## config.mk

```make
export PLATFORM = sky130hd
export DESIGN_NAME = rotary_crown_gesture_normalizer
export DESIGN_NICKNAME = d
export VERILOG_FILES = /design/src/rtl/rcgn_pkg.sv /design/src/rtl/rcgn_front.sv /design/src/rtl/rcgn_queue.sv /design/src/rtl/rcgn_back.sv /design/src/rtl/rotary_crown_gesture_normalizer.sv
export SDC_FILE = /design/constraint.sdc
export NUM_CORES = 2
export LEC_CHECK = 0
export BUFFER_PORTS_ARGS = -buffer_cell sky130_fd_sc_hd__buf_2
export CORE_ASPECT_RATIO = 1.4
export CORE_MARGIN = 5
export CORE_UTILIZATION = 58
export CTS_CLUSTER_SIZE = 20
export DETAILED_ROUTE_END_ITERATION = 7
export PLACE_DENSITY = 0.78
export RECOVER_POWER = 50
export SLEW_MARGIN = 20
export SYNTH_ARGS = -nofsm -noshare
export SYNTH_HDL_FRONTEND = slang
export SYNTH_SLANG_ARGS = --single-unit
```

## constraint.sdc

```tcl
create_clock -name clk -period 8.4 [get_ports clk]
set_input_delay 2.1 -clock clk [delete_from_list [all_inputs] [get_ports clk]]
set_output_delay 2.1 -clock clk [all_outputs]
set_load 0.01 [all_outputs]
```

## src/rtl/rcgn_pkg.sv

```systemverilog
// ---------------------------------------------------------------------------
// rcgn_pkg: shared types and constants for the crown gesture normalizer
// Result codes, work queue entry, back-end states and fixed-point constants.
// ---------------------------------------------------------------------------
package rcgn_pkg;

  // Result codes on the action output
  typedef enum logic [1:0] {
    ACT_BEGIN  = 2'd0,
    ACT_UPDATE = 2'd1,
    ACT_END    = 2'd2,
    ACT_ERROR  = 2'd3
  } action_t;

  // Input opcodes
  localparam logic OP_AXIS = 1'b0;
  localparam logic OP_TICK = 1'b1;

  // Work classes handed from front to back
  typedef enum logic [2:0] {
    CMD_BEGIN,
    CMD_UPDATE,
    CMD_ZERO,
    CMD_END,
    CMD_ERROR
  } cmd_t;

  // Back-end sequencer states
  typedef enum logic [2:0] {
    BK_IDLE,
    BK_MUL1,
    BK_MUL2,
    BK_DIV,
    BK_FIN
  } back_state_t;

  localparam int TS_W      = 64;
  localparam int SCROLL_W  = 16;
  localparam int SMAG_W    = 16;   // magnitude of a 16-bit signed value, up to 32768
  localparam int TICK_W    = 16;
  localparam int DEG_W     = 24;
  localparam int VEL_W     = 32;

  localparam logic [TICK_W-1:0] TIMEOUT_RESET = 16'd100;

  // degrees * 256 = smag * 360 * 256 / 532 = smag * 23040 / 133
  localparam logic [14:0] DEG_SCALE  = 15'd23040;
  localparam logic [7:0]  DEG_DEN    = 8'd133;
  localparam logic [19:0] US_PER_S   = 20'd1000000;

  localparam int P1_W      = 30;   // smag * 23040
  localparam int P2_W      = 50;   // smag * 23040 * 1e6
  localparam int DEN_W     = 72;   // interval * 133
  localparam int DEG_MAG_W = 23;

  // floor(x / 133) = (x * ceil(2^38 / 133)) >> 38 for x < 2^30
  localparam logic [30:0] DEG_RECIP       = 31'd2066751181;
  localparam int          DEG_RECIP_SHIFT = 38;
  localparam int          PROD_W          = 61;

  localparam int DIV_CNT_W = $clog2(P2_W);

  // Queue entry between front and back
  typedef struct packed {
    cmd_t              cmd;
    logic              neg;
    logic [SMAG_W-1:0] smag;
    logic [TS_W-1:0]   interval;
  } work_t;

  localparam int FIFO_DEPTH = 2;
  localparam int FIFO_PTR_W = (FIFO_DEPTH > 1) ? $clog2(FIFO_DEPTH) : 1;
  localparam int FIFO_CNT_W = $clog2(FIFO_DEPTH + 1);

endpackage

```

## src/rtl/rcgn_front.sv

```systemverilog
// ---------------------------------------------------------------------------
// rcgn_front: item intake and session tracking
// Accepts items, keeps the session, timestamp and timeout state, and pushes
// one work entry for every item that produces a result.
// ---------------------------------------------------------------------------
module rcgn_front (
  input  logic                         clk,
  input  logic                         rst,
  input  logic                         in_valid,
  output logic                         in_ready,
  input  logic                         opcode,
  input  logic                         from_wheel,
  input  logic [rcgn_pkg::TS_W-1:0]    timestamp_us,
  input  logic [rcgn_pkg::SCROLL_W-1:0] scroll_v120,
  input  logic                         cfg_valid,
  input  logic [rcgn_pkg::TICK_W-1:0]  cfg_data,
  input  logic                         q_full,
  output logic                         push,
  output rcgn_pkg::work_t              push_item
);
  import rcgn_pkg::*;

  logic              accept;
  logic              session_active, session_active_next;
  logic [TS_W-1:0]   previous_time, previous_time_next;
  logic [TICK_W-1:0] ticks_remaining, ticks_remaining_next;
  logic [TICK_W-1:0] idle_timeout_ticks;
  logic              neg;
  logic [SMAG_W-1:0] smag;
  logic [TS_W-1:0]   interval;

  assign in_ready = !q_full;
  assign accept   = in_valid && in_ready;

  // sign and magnitude of the scroll value
  assign neg      = scroll_v120[SCROLL_W-1];
  assign smag     = neg ? SMAG_W'(-scroll_v120) : SMAG_W'(scroll_v120);
  assign interval = timestamp_us - previous_time;

  // classify the item and update session state
  always_comb begin
    session_active_next  = session_active;
    previous_time_next   = previous_time;
    ticks_remaining_next = ticks_remaining;
    push                 = 1'b0;
    push_item.cmd        = CMD_ERROR;
    push_item.neg        = neg;
    push_item.smag       = smag;
    push_item.interval   = interval;
    if (accept) begin
      if (opcode == OP_TICK) begin
        if (session_active) begin
          if (ticks_remaining <= TICK_W'(1)) begin
            ticks_remaining_next = '0;
            session_active_next  = 1'b0;
            previous_time_next   = '0;
            push                 = 1'b1;
            push_item.cmd        = CMD_END;
          end else begin
            ticks_remaining_next = ticks_remaining - TICK_W'(1);
          end
        end
      end else if (!from_wheel) begin
        push          = 1'b1;
        push_item.cmd = CMD_ERROR;
      end else begin
        push                 = 1'b1;
        ticks_remaining_next = idle_timeout_ticks;
        previous_time_next   = timestamp_us;
        if (!session_active) begin
          session_active_next = 1'b1;
          push_item.cmd       = CMD_BEGIN;
        end else if (interval == '0) begin
          push_item.cmd = CMD_ZERO;
        end else begin
          push_item.cmd = CMD_UPDATE;
        end
      end
    end
  end

  // state and timeout register
  always_ff @(posedge clk) begin
    if (rst) begin
      session_active     <= 1'b0;
      previous_time      <= '0;
      ticks_remaining    <= '0;
      idle_timeout_ticks <= TIMEOUT_RESET;
    end else begin
      session_active  <= session_active_next;
      previous_time   <= previous_time_next;
      ticks_remaining <= ticks_remaining_next;
      if (cfg_valid) begin
        idle_timeout_ticks <= cfg_data;
      end
    end
  end

endmodule

```

## src/rtl/rcgn_queue.sv

```systemverilog
// ---------------------------------------------------------------------------
// rcgn_queue: work queue between front and back
// Small register FIFO; the back end pops in order.
// ---------------------------------------------------------------------------
module rcgn_queue (
  input  logic            clk,
  input  logic            rst,
  input  logic            push,
  input  rcgn_pkg::work_t push_item,
  output logic            full,
  input  logic            pop,
  output logic            q_valid,
  output rcgn_pkg::work_t q_item
);
  import rcgn_pkg::*;

  work_t                 entries [FIFO_DEPTH];
  logic [FIFO_PTR_W-1:0] wr_ptr;
  logic [FIFO_PTR_W-1:0] rd_ptr;
  logic [FIFO_CNT_W-1:0] count;
  logic                  do_push;
  logic                  do_pop;

  assign full    = (count == FIFO_CNT_W'(FIFO_DEPTH));
  assign q_valid = (count != '0);
  assign q_item  = entries[rd_ptr];
  assign do_push = push && !full;
  assign do_pop  = pop && q_valid;

  // entry storage
  always_ff @(posedge clk) begin
    if (do_push) begin
      entries[wr_ptr] <= push_item;
    end
  end

  // pointers and fill count
  always_ff @(posedge clk) begin
    if (rst) begin
      wr_ptr <= '0;
      rd_ptr <= '0;
      count  <= '0;
    end else begin
      if (do_push) begin
        wr_ptr <= (wr_ptr == FIFO_PTR_W'(FIFO_DEPTH - 1)) ? '0 : wr_ptr + FIFO_PTR_W'(1);
      end
      if (do_pop) begin
        rd_ptr <= (rd_ptr == FIFO_PTR_W'(FIFO_DEPTH - 1)) ? '0 : rd_ptr + FIFO_PTR_W'(1);
      end
      if (do_push && !do_pop) begin
        count <= count + FIFO_CNT_W'(1);
      end else if (do_pop && !do_push) begin
        count <= count - FIFO_CNT_W'(1);
      end
    end
  end

endmodule

```

## src/rtl/rcgn_back.sv

```systemverilog
// ---------------------------------------------------------------------------
// rcgn_back: degree and velocity datapath
// Pops work entries, scales the scroll value to Q.8 degrees, runs a
// bit-serial divide for the velocity and holds the result in an output
// register.
// ---------------------------------------------------------------------------
module rcgn_back (
  input  logic                       clk,
  input  logic                       rst,
  input  logic                       q_valid,
  input  rcgn_pkg::work_t            q_item,
  output logic                       pop,
  output logic                       out_valid,
  input  logic                       out_ready,
  output logic [1:0]                 action,
  output logic [rcgn_pkg::DEG_W-1:0] degree_q8,
  output logic [rcgn_pkg::VEL_W-1:0] velocity_q8
);
  import rcgn_pkg::*;

  back_state_t          state, state_next;
  work_t                cur;
  logic [P1_W-1:0]      p1;
  logic [DEN_W-1:0]     den;
  logic [DEG_MAG_W-1:0] deg_mag;
  logic [P2_W-1:0]      quo;
  logic [P2_W-1:0]      rem;
  logic [DIV_CNT_W-1:0] cnt;
  logic                 slot_free;
  logic                 out_load;
  logic                 compute;

  logic [P2_W:0]        trial;
  logic                 ge;
  logic [P2_W-1:0]      lim;
  logic [VEL_W-1:0]     mag32;
  logic [VEL_W-1:0]     vel_val;
  logic [DEG_W-1:0]     deg_val;
  action_t              act_val;
  logic [DEG_W-1:0]     deg_load;
  logic [VEL_W-1:0]     vel_load;

  assign slot_free = !out_valid || out_ready;
  assign compute   = (q_item.cmd == CMD_BEGIN) || (q_item.cmd == CMD_UPDATE);

  // one divide step
  assign trial = {rem, quo[P2_W-1]};
  assign ge    = ({{(DEN_W - P2_W - 1){1'b0}}, trial} >= den);

  // velocity saturation and sign
  assign lim     = cur.neg ? P2_W'(64'h8000_0000) : P2_W'(64'h7FFF_FFFF);
  assign mag32   = (quo > lim) ? lim[VEL_W-1:0] : quo[VEL_W-1:0];
  assign vel_val = cur.neg ? VEL_W'(-mag32) : mag32;
  assign deg_val = cur.neg ? DEG_W'(-{1'b0, deg_mag}) : DEG_W'({1'b0, deg_mag});

  // sequencer
  always_ff @(posedge clk) begin
    if (rst) begin
      state <= BK_IDLE;
    end else begin
      state <= state_next;
    end
  end

  always_comb begin
    state_next = state;
    pop        = 1'b0;
    out_load   = 1'b0;
    act_val    = ACT_ERROR;
    deg_load   = '0;
    vel_load   = '0;
    unique case (state)
      BK_IDLE: begin
        if (q_valid) begin
          if (compute) begin
            pop        = 1'b1;
            state_next = BK_MUL1;
          end else if (slot_free) begin
            pop      = 1'b1;
            out_load = 1'b1;
            case (q_item.cmd)
              CMD_ZERO: act_val = ACT_UPDATE;
              CMD_END:  act_val = ACT_END;
              default:  act_val = ACT_ERROR;
            endcase
          end
        end
      end
      BK_MUL1: state_next = BK_MUL2;
      BK_MUL2: state_next = (cur.cmd == CMD_UPDATE) ? BK_DIV : BK_FIN;
      BK_DIV: begin
        if (cnt == '0) begin
          state_next = BK_FIN;
        end
      end
      BK_FIN: begin
        deg_load = deg_val;
        if (cur.cmd == CMD_BEGIN) begin
          act_val  = ACT_BEGIN;
          vel_load = '0;
        end else begin
          act_val  = ACT_UPDATE;
          vel_load = vel_val;
        end
        if (slot_free) begin
          out_load   = 1'b1;
          state_next = BK_IDLE;
        end
      end
      default: state_next = BK_IDLE;
    endcase
  end

  // datapath
  always_ff @(posedge clk) begin
    if (pop) begin
      cur <= q_item;
    end
    unique case (state)
      BK_MUL1: begin
        p1  <= P1_W'(P1_W'(cur.smag) * P1_W'(DEG_SCALE));
        den <= DEN_W'(DEN_W'(cur.interval) * DEN_W'(DEG_DEN));
      end
      BK_MUL2: begin
        deg_mag <= DEG_MAG_W'((PROD_W'(p1) * PROD_W'(DEG_RECIP)) >> DEG_RECIP_SHIFT);
        quo     <= P2_W'(P2_W'(p1) * P2_W'(US_PER_S));
        rem     <= '0;
        cnt     <= DIV_CNT_W'(P2_W - 1);
      end
      BK_DIV: begin
        rem <= ge ? P2_W'(trial - den[P2_W:0]) : trial[P2_W-1:0];
        quo <= {quo[P2_W-2:0], ge};
        cnt <= cnt - DIV_CNT_W'(1);
      end
      default: begin
      end
    endcase
  end

  // output register
  always_ff @(posedge clk) begin
    if (rst) begin
      out_valid <= 1'b0;
    end else if (out_load) begin
      out_valid <= 1'b1;
    end else if (out_ready) begin
      out_valid <= 1'b0;
    end
  end

  always_ff @(posedge clk) begin
    if (out_load) begin
      action      <= 2'(act_val);
      degree_q8   <= deg_load;
      velocity_q8 <= vel_load;
    end
  end

endmodule

```

## src/rtl/rotary_crown_gesture_normalizer.sv

```systemverilog
// ---------------------------------------------------------------------------
// rotary_crown_gesture_normalizer: crown rotate session builder
// Wheel events and millisecond ticks in, begin/update/end/error items out.
// ---------------------------------------------------------------------------
// The front end takes one item per cycle while its two-entry work queue has
// room; ticks that end nothing produce no result. A begin passes the back
// end's multiply states and finish state; end, error and zero-interval
// update load the output from idle; a nonzero-interval update adds the
// 50-step bit-serial divide of the scaled value by interval * 133. A result
// waits in the output register, not blocking intake until the queue fills.
module rotary_crown_gesture_normalizer (
  input  logic                         clk,
  input  logic                         rst,
  input  logic                         in_valid,
  output logic                         in_ready,
  input  logic                         opcode,
  input  logic                         from_wheel,
  input  logic [rcgn_pkg::TS_W-1:0]    timestamp_us,
  input  logic [rcgn_pkg::SCROLL_W-1:0] scroll_v120,
  output logic                         out_valid,
  input  logic                         out_ready,
  output logic [1:0]                   action,
  output logic [rcgn_pkg::DEG_W-1:0]   degree_q8,
  output logic [rcgn_pkg::VEL_W-1:0]   velocity_q8,
  input  logic                         cfg_valid,
  output logic                         cfg_ready,
  input  logic [rcgn_pkg::TICK_W-1:0]  cfg_data
);
  import rcgn_pkg::*;

  logic  q_full;
  logic  push;
  work_t push_item;
  logic  pop;
  logic  q_valid;
  work_t q_item;

  // register writes always complete
  assign cfg_ready = 1'b1;

  rcgn_front u_front (
    .clk          (clk),
    .rst          (rst),
    .in_valid     (in_valid),
    .in_ready     (in_ready),
    .opcode       (opcode),
    .from_wheel   (from_wheel),
    .timestamp_us (timestamp_us),
    .scroll_v120  (scroll_v120),
    .cfg_valid    (cfg_valid),
    .cfg_data     (cfg_data),
    .q_full       (q_full),
    .push         (push),
    .push_item    (push_item)
  );

  rcgn_queue u_queue (
    .clk       (clk),
    .rst       (rst),
    .push      (push),
    .push_item (push_item),
    .full      (q_full),
    .pop       (pop),
    .q_valid   (q_valid),
    .q_item    (q_item)
  );

  rcgn_back u_back (
    .clk         (clk),
    .rst         (rst),
    .q_valid     (q_valid),
    .q_item      (q_item),
    .pop         (pop),
    .out_valid   (out_valid),
    .out_ready   (out_ready),
    .action      (action),
    .degree_q8   (degree_q8),
    .velocity_q8 (velocity_q8)
  );

endmodule
```

==> qor.yml <==
status: "complete, but fails checks"
violations: "max-capacitance violations, max-slew violations"
grt_pass1_vias: 40004
cp_common_cell: "fa_1"
dp_hpwl_um: 102500
syn_nets: 6580
via_per_inst: 5.710
wl_per_cell_um: 18.52
synth_area_leaders: "edfxtp_1 30%, ha_1 17%, fa_1 13%"
synth_area_um2: 54100
grt_util_all_layers_pct: 25.31
synth.avg_cell_area_um2: 9.994
cts-root-buf: "clkbuf_16"
remaining_drc_errors: 0
grt_max_degree: 83
setup_slack_ns: 0.6397
critPathRequiredTime_ns: 8.79
synth_cell_types: 94
ys_seq_elements: 638
slew_viol_final: 620
synth_flop_cell: "edfxtp_1"
worstSkewPairLatency_ns: 0.67
cts_buffers: 61
postPlaceCellArea_um2: 56310
cp_slowest_stage_delay_ns: 0.64
clock_sinks: 638
area_delta_synth_final_pct: 7.877
start_util_pct: 58.49
dp_slack_ns: 0.6016
place.gp.congestion: 1.004
n_fill_cell: 7447
post-cts-setup-buffers: 0
fp.dieH_um: 371.4
yosys.area.top_type: "edfxtp_1"
hold_viol: 0
fmax_mhz: 128.9
maxCapViolCount: 14
critPathLaunchType: "register"
drive_gt1_share_pct: 6.308
gr-total-overflow: 0
via_count: 38842
finalClockSkew_ns: 0.02113
diodes: 0
antenna_found_initial: 3
grt_pass1_wl_um: 204800
period_minus_slack_ns: 7.760
crit_type: "register to register"
rows: 132
dr.pass1.iters: 6
synth_top_area_share_pct: 29.53
yosysWarnings: 0
core_area_um2: 92490
ctsResizeCount: 0
totalWireLength_um: 126000
fin_area_um2: 58360
synth_seq_area_share_pct: 33.45
drtAntennaViolNets: 0
cp-end-kind: "register"
holdBufCountCts: 0
hold_path.class: "register to register"
cts_tree: "built"
async_reset_ff_share_pct: 0
drt_iter0_markers: 2179
io_pins: 164
io_buffers: 162
synthesis.instances: 5413
synth_edf_count: 532
dieArea_um2: 99570
crit_slowest_cell: "fa_1"
setup_viol: 0
fin_setup_tns_ns: 0
cts_buffer_depth: 3
grt_setup_unrepaired: "no"
finalCritPeriodShare_pct: 92.38
max_slew_margin_pct: -146.8
fin_nets: 6711
htree_levels: 2
worst_pin_slew_ns: 3.702
arrival_ns: 8.15
crit_fanout: 3
path_clk_slew_ns: 0.06
die_x_um: 268.1
==> path summary, 6_finish.rpt <==
check / start / to / slack, ns / depth (start not counted)
setup reg to reg: u_back.p1[21] / u_back.deg_mag[22] / 0.64 / 28
hold / removal: u_front.ticks_remaining[5] / u_front.ticks_remaining[5] / 0.45 / 2
hold reg to reg: u_front.ticks_remaining[5] / u_front.ticks_remaining[5] / 0.45 / 2
setup / recovery: u_back.p1[21] / u_back.deg_mag[22] / 0.64 / 28
==> cells in the mapped netlist (106+ instances only) <==
| cell | instances |
|---|---|
| inv_1 | 955 |
| ha_1 | 724 |
| edfxtp_1 | 532 |
| nor2_1 | 370 |
| a21oi_1 | 342 |
| fa_1 | 340 |
| nand2_1 | 308 |
| o21ai_0 | 240 |
| xnor2_1 | 168 |
| a21o_1 | 130 |
| clkbuf_1 | 123 |
| xor2_1 | 110 |
| dfxtp_1 | 106 |
==> final cells by class <==
type | count | area, um^2 | share of cell area (%)
repair buffers | 209 | 1035 | 1.773
multi-input cells | 3678 | 31910 | 54.67
clock inverters | 43 | 616.8 | 1.057
flip-flops and latches | 638 | 18100 | 31.01
inverters | 956 | 3588 | 6.149
clock buffers | 72 | 1609 | 2.757
well taps | 1206 | 1509 | 2.586
==> state kept, by name (all words and copies together) (netlist names), 16 cells and up, named ones only <==
name                        flops
u_back.cur                     84
u_back.deg_mag                 23
u_back.degree_q8               24
u_back.den                     72
u_back.p1                      21
u_back.quo                     50
u_back.rem                     50
u_back.velocity_q8             32
u_front.idle_timeout_ticks     16
u_front.previous_time          64
u_front.ticks_remaining        16
u_queue.entries               168
==> placed cells by master, fill, tap and decap left out, types with 21 or more instances in the layout <==
master / netlist / routed
mux2i_1: 23 / 23
nand4_1: 55 / 55
fa_1: 340 / 340
clkbuf_1: 123 / 87
nor3_1: 71 / 71
buf_4: 1 / 35
nand2b_1: 45 / 45
o31ai_1: 28 / 27
dfxtp_1: 106 / 106
o21ai_0: 240 / 239
nor2b_1: 44 / 43
nor2_1: 370 / 368
buf_2: 10 / 95
a31oi_1: 21 / 21
inv_1: 955 / 955
or3_1: 27 / 27
xor2_1: 110 / 110
o21a_1: 41 / 41
and3_1: 33 / 33
a21o_1: 130 / 130
edfxtp_1: 532 / 532
nand2_1: 308 / 308
ha_1: 724 / 724
nor4_1: 29 / 29
xnor2_1: 168 / 168
mux2_2: 86 / 74
clkbuf_16: 0 / 62
a22oi_1: 73 / 73
o21bai_1: 41 / 41
nand3_1: 41 / 41
a21oi_1: 342 / 342
a211oi_1: 37 / 39
==> layer usage <==
layer  part of all wire (%)  global-route usage, %
met5                      0                      0
met3                    3.7                  2.694
met2                     52                  47.01
met1                     39                  29.35
met4                    5.2                  11.06
==> logic make-up after synthesis <==
logic type / after synthesis / share of synthesized area [%]
XOR/XNOR: 278 / 4.501
flip-flops: 638 / 33.45
AND/OR/NAND/NOR: 1109 / 9.647
buffers and inverters: 1097 / 7.646
AO/OA/AOI/OAI: 1117 / 13.21
adder cells (fa/ha/maj): 1064 / 29.33
multiplexers: 109 / 2.216
other: 1 / 0.006932
==> critical path: cells and delay by family (launching register included) <==
kind | cells | cell delay, ns
buffers and inverters | 7 | 0.50
XOR/XNOR | 1 | 0.12
AND/OR/NAND/NOR | 2 | 0.27
flip-flops | 1 | 0.41
AO/OA/AOI/OAI | 10 | 2.14
adder cells (fa/ha/maj) | 8 | 4.06
==> metrics by stage <==
stage	utilization, %	hold slack [ns]	cells
2_1_floorplan	-	0.4308	5413
3_3_place_gp	60.89	0.4401	6687
5_1_grt	63.10	0.4814	6802
4_1_cts	63.29	0.4539	6802
3_5_place_dp	60.89	0.4446	6687
6_report	63.10	0.4529	6802
Power is left out: the tool's default activity adds up to more than one toggle a clock period on the data nets, which glitch-free logic cannot reach.
